**src/assert_macros.svh**
```systemverilog
// assertion macros used by the ring buffer rtl
`ifndef ASSERT_MACROS_SVH
`define ASSERT_MACROS_SVH

// property must hold at every clock edge outside reset
`define TWRB_ASSERT(lbl, clk, rstn, prop) \
  lbl: assert property (@(posedge clk) disable iff (!rstn) prop) \
    else $error("ring buffer assertion failed");

// expression must never be true outside reset
`define TWRB_ASSERT_NEVER(lbl, clk, rstn, expr) \
  lbl: assert property (@(posedge clk) disable iff (!rstn) !(expr)) \
    else $error("ring buffer forbidden condition seen");

`endif

```
**src/twrb_pkg.sv**
```systemverilog
// types and constants of the time window ring buffer
`default_nettype none

package twrb_pkg;

  localparam int STAMP_W    = 64;
  localparam int DATA_W     = 32;
  localparam int INDEX_W    = 10;
  localparam int COUNT_W    = 11;
  localparam int STATUS_W   = 2;
  localparam int CFG_IDX_W  = 2;
  localparam int CFG_DATA_W = 32;

  localparam logic OP_PUSH = 1'b0;
  localparam logic OP_READ = 1'b1;

  localparam logic [STATUS_W-1:0] STATUS_OK        = 2'd0;
  localparam logic [STATUS_W-1:0] STATUS_DROPPED   = 2'd1;
  localparam logic [STATUS_W-1:0] STATUS_BAD_INDEX = 2'd2;

  localparam logic [CFG_IDX_W-1:0] REG_AGE_GAP    = 2'd0;
  localparam logic [CFG_IDX_W-1:0] REG_CAPACITY   = 2'd1;
  localparam logic [CFG_IDX_W-1:0] REG_OVERWRITE  = 2'd2;

  localparam logic [31:0]        GAP_RESET       = 32'd3000;
  localparam logic [COUNT_W-1:0] CAP_RESET       = 11'd1024;
  localparam logic               OVERWRITE_RESET = 1'b1;

  typedef enum logic [2:0] {
    S_IDLE,
    S_PUSH,
    S_EXP_RD,
    S_EXP_CHK,
    S_READ,
    S_DONE
  } state_e;

  // controller to datapath
  typedef struct packed {
    logic latch;
    logic push;
    logic exp_rd;
    logic exp_drop;
    logic rd_issue;
    logic load_result;
  } cmd_t;

  // datapath to controller
  typedef struct packed {
    logic held_zero;
    logic held_le1;
    logic expired;
    logic out_free;
  } sts_t;

endpackage

`default_nettype wire

```
**src/twrb_ctrl.sv**
```systemverilog
// sequencing state machine of the time window ring buffer
`default_nettype none

module twrb_ctrl (
  input  wire logic           clk_i,
  input  wire logic           rst_ni,
  input  wire logic           in_valid_i,
  input  wire logic           in_read_i,
  input  wire twrb_pkg::sts_t sts_i,
  output logic                in_ready_o,
  output twrb_pkg::cmd_t      cmd_o
);

  twrb_pkg::state_e state_q, state_d;

  always_ff @(posedge clk_i or negedge rst_ni) begin
    if (!rst_ni) begin
      state_q <= twrb_pkg::S_IDLE;
    end else begin
      state_q <= state_d;
    end
  end

  always_comb begin
    state_d    = state_q;
    cmd_o      = '0;
    in_ready_o = 1'b0;
    case (state_q)
      twrb_pkg::S_IDLE: begin
        in_ready_o = 1'b1;
        if (in_valid_i) begin
          cmd_o.latch = 1'b1;
          state_d     = in_read_i ? twrb_pkg::S_READ : twrb_pkg::S_PUSH;
        end
      end
      twrb_pkg::S_PUSH: begin
        cmd_o.push = 1'b1;
        state_d    = twrb_pkg::S_EXP_RD;
      end
      twrb_pkg::S_EXP_RD: begin
        if (sts_i.held_zero) begin
          state_d = twrb_pkg::S_DONE;
        end else begin
          cmd_o.exp_rd = 1'b1;
          state_d      = twrb_pkg::S_EXP_CHK;
        end
      end
      twrb_pkg::S_EXP_CHK: begin
        // each drop also fetches the next oldest stamp while entries remain
        if (sts_i.expired) begin
          cmd_o.exp_drop = 1'b1;
          state_d        = sts_i.held_le1 ? twrb_pkg::S_DONE : twrb_pkg::S_EXP_CHK;
        end else begin
          state_d = twrb_pkg::S_DONE;
        end
      end
      twrb_pkg::S_READ: begin
        cmd_o.rd_issue = 1'b1;
        state_d        = twrb_pkg::S_DONE;
      end
      twrb_pkg::S_DONE: begin
        if (sts_i.out_free) begin
          cmd_o.load_result = 1'b1;
          state_d           = twrb_pkg::S_IDLE;
        end
      end
      default: begin
        state_d = twrb_pkg::S_IDLE;
      end
    endcase
  end

endmodule

`default_nettype wire

```
**config.mk**
```make
export PLATFORM = sky130hd
export DESIGN_NAME = twrb_ctrl
export DESIGN_NICKNAME = d
export VERILOG_FILES = /design/src/assert_macros.svh /design/src/twrb_pkg.sv /design/src/twrb_ctrl.sv
export SDC_FILE = /design/constraint.sdc
export NUM_CORES = 1
export LEC_CHECK = 0
export BUFFER_PORTS_ARGS = -buffer_cell sky130_fd_sc_hd__buf_4
export CAP_MARGIN = 20
export CORE_AREA = 2 2 39 41
export CTS_BUF_LIST = sky130_fd_sc_hd__clkbuf_4 sky130_fd_sc_hd__clkbuf_8 sky130_fd_sc_hd__clkbuf_16
export DETAILED_ROUTE_END_ITERATION = 12
export DIE_AREA = 0 0 41 43
export REMOVE_ABC_BUFFERS = 1
export SYNTH_ARGS = -nofsm -noshare
export SYNTH_HDL_FRONTEND = slang
export SYNTH_SLANG_ARGS = --single-unit
export TNS_END_PERCENT = 100
```
**constraint.sdc**
```tcl
create_clock -name clk_i -period 1 [get_ports clk_i]
set_input_delay 0.05 -clock clk_i [delete_from_list [all_inputs] [get_ports clk_i]]
set_output_delay 0.05 -clock clk_i [all_outputs]
set_load 0.01 [all_outputs]
```
==> summary.md <==
| Metric | Value |
|---|---|
| Least-Margin Pin Slew | 0.245 ns |
| Max VDD drop | 1.14 mV |
| Clock Root Buffer | clkbuf_4 |
| Biggest regs | state_q (3) |
| Final clock skew | 0.000731 ns |
| Clock buffer depth | 2 |
| Required @ worst endpoint | 0.95 ns |
| Die span in x | 41 um |
| Slew Viols, Final | 0 |
| RSZ-0062 raised after global routing | true |
| Die area | 0.00176 mm2 |
| Syn Std Cell Area | 246 um2 |
| DP HPWL | 483 um |
| Layout area overhead | 122% |
| Syn Inst Count | 28 |
| Max reg flops | 3 |
| Fillers | 145 |
| Most area-hungry cell type in the Yosys netlist | dfrtp_1 |
| Setup tns final | -1.25 ns |
| Largest net degree at the start of global routing | 7 |
| Metal2 WL | 390 um |
| Final hold slack | 0.130 ns |
| H-tree depth | 1 |
| Failing checks | setup timing |
| Chip height | 43 um |
| Min-delay worst type | in -> reg |
| Nets | 63 |
| Congestion Overflow GR | 0 |
| Sequential area share after synthesis | 30.5% |
| Setup Crit Path Kind | reg -> out |
| Synth cell types | 17 |
| Fin util | 39.6% |
| Met1 wire length | 260 um |
| Post-DRT Antenna Nets | 0 |
| Worst slew margin | 83.6% |
| Core outline area | 0.00138 mm2 |
| Startpoint type of the worst setup path | flip-flop |
| Syn Area/Cell | 8.80 um2 |
| Worst EP arrival | 1.15 ns |
| TritonCTS clock tree | yes |
| Max-cap violations | 0 |
| Final min period | 1.20 ns |
| #FFs+latches synth | 3 |
| GP Congestion | 0.625 |
| Worst skew pair latency | 0.24 ns |
| Max Used Layer | met4 |
| Reg clk slew, reported paths | 0.04 ns |
| 1st-pass router iterations | 2 |
| Post-synth top area share | 30.5% |
| Routed len/inst | 10.4 um |
| TritonCTS buffer count | 3 |
| Final setup viols | 10 |
| Total Wirelength | 727 um |
| Status | finished with violations |
| Antenna cells | 0 |
| DR WL met3 | 65 um |
| I/O Buffers | 14 |
| PnR worst setup slack | -0.200 ns |
| CP max FO | 6 |
| Initial Util | 17.8% |
| Final Hold Fails | 0 |
| First-pass GRT wire length | 1.21 mm |
| Vias post-DR | 299 |
| YS warnings | 0 |
| Clock sink count | 3 |
| PwrDens | 2830 mW/mm2 |
| Vias in the first global route | 303 |
| Total track usage | 10.9% |
| DR iter-0 viols | 2 |
| Biggest register | state_q |
| Layout cells sized above 1 | 75.9% |
| Area contributors post-synth | dfrtp_1 30%, a2111oi_4 11%, a21oi_1 6.1% |
| IO Pins | 15 |
| Leak | 0.249 nW |
| Number of vias per cell | 4.27 |
| Initial antenna violation count | 0 |
| Final worst path period share | 120% |
| Setup crit end kind | primary output |
| Fmax | 833 MHz |
| # rows | 14 |
| Drt drc | 0 |
-- worst max-delay path, stage by stage, from the launching register on --
cell and delay (ns):
dfrtp_2 0.45, nor3_4 0.21, and2_4 0.16, buf_6 0.09
-- where the power goes --
part / internal (mW) / switching, mW / total [mW]
registers: 0.189 / 0.128 / 0.318
clock network: 0.177 / 0.0680 / 0.245
logic: 0.618 / 0.373 / 0.991
-- final cells by class --
cell class                 instances  area (um2)  share of cell area (%)
timing repair buffer              24         216                    39.5
multi-input combinational         22         199                    36.3
sequential                         3        78.8                    14.4
clock buffer                       4        30.0                    5.48
tap                               16        20.0                    3.65
inverter                           1        3.75                   0.685
-- final timing paths --
kind	start	endpoint	slack, ns	depth (start not counted)
setup / recovery	state_q[1]	cmd_o[5]	-0.20	3
hold / removal	sts_i[3]	state_q[1]	0.13	4
setup reg to reg	state_q[2]	state_q[2]	-0.09	3
hold reg to reg	state_q[1]	state_q[0]	0.59	1
max in group asynchronous	rst_ni	state_q[0]	0.76	2
min in group asynchronous	rst_ni	state_q[2]	0.14	2
-- cell usage in the layout, fill, tap and decap left out --
| cell | instances |
|---|---|
| dlygate4sd3_1 | 1 |
| o2bb2ai_1 | 1 |
| nor2b_4 | 1 |
| nor2_1 | 2 |
| inv_2 | 1 |
| and2_4 | 1 |
| nor3_2 | 1 |
| a21o_1 | 1 |
| and4_4 | 1 |
| a21oi_1 | 2 |
| dfrtp_2 | 3 |
| nand2b_4 | 1 |
| nor3_4 | 1 |
| nand2b_1 | 1 |
| nor2b_1 | 1 |
| a2111oi_4 | 1 |
| clkbuf_4 | 4 |
| buf_4 | 14 |
| buf_6 | 9 |
| nor3b_2 | 2 |
| o21ai_0 | 2 |
| a21oi_2 | 1 |
| nand2_1 | 2 |
-- cells by family (layout without fill, tap and decap cells) --
kind of cell	count (synthesis)	after routing	share of synthesized area, %
AND/OR/NAND/NOR	14	14	36.0
AO/OA/AOI/OAI	8	8	27.9
flip-flops	3	3	30.5
buffers and inverters	3	29	5.58
-- synthesized netlist by cell type --
master / n
nand2b_1: 2
nor2b_1: 1
a21o_1: 1
buf_2: 2
o21ai_0: 2
a21oi_1: 3
nor2_1: 2
inv_2: 1
nor3b_1: 2
o2bb2ai_1: 1
nor3_1: 2
and2_1: 1
and4_2: 1
dfrtp_1: 3
a2111oi_4: 1
nand2_1: 2
nor2b_4: 1
-- per-stage QoR --
step           instances  setup slack [ns]  area [um2]  power [mW]
5_1_grt               70            -0.250         548        1.68
3_3_place_gp          60           -0.0280         392       0.900
6_report              70            -0.200         548        1.55
2_1_floorplan         26            -0.106         236       0.580
3_5_place_dp          60           -0.0465         392       0.910
4_1_cts               69            -0.187         517        1.45
-- per-layer routing --
layer	vias up	GRT usage [%]
li1	152	-
met1	133	10.3
met2	12	17.5
met3	2	7.85
met4	0	4.00
met5	-	0
-- timing repair --
action / in CTS / in global routing
pin swaps: 5 / 4
hold endpoints to repair: 3 / 0
setup endpoints to repair: 8 / 10
resized for setup: 15 / 6
buffers inserted: 4 / 1
hold buffers: 1 / 0
Power figures use the tool's default switching activity.
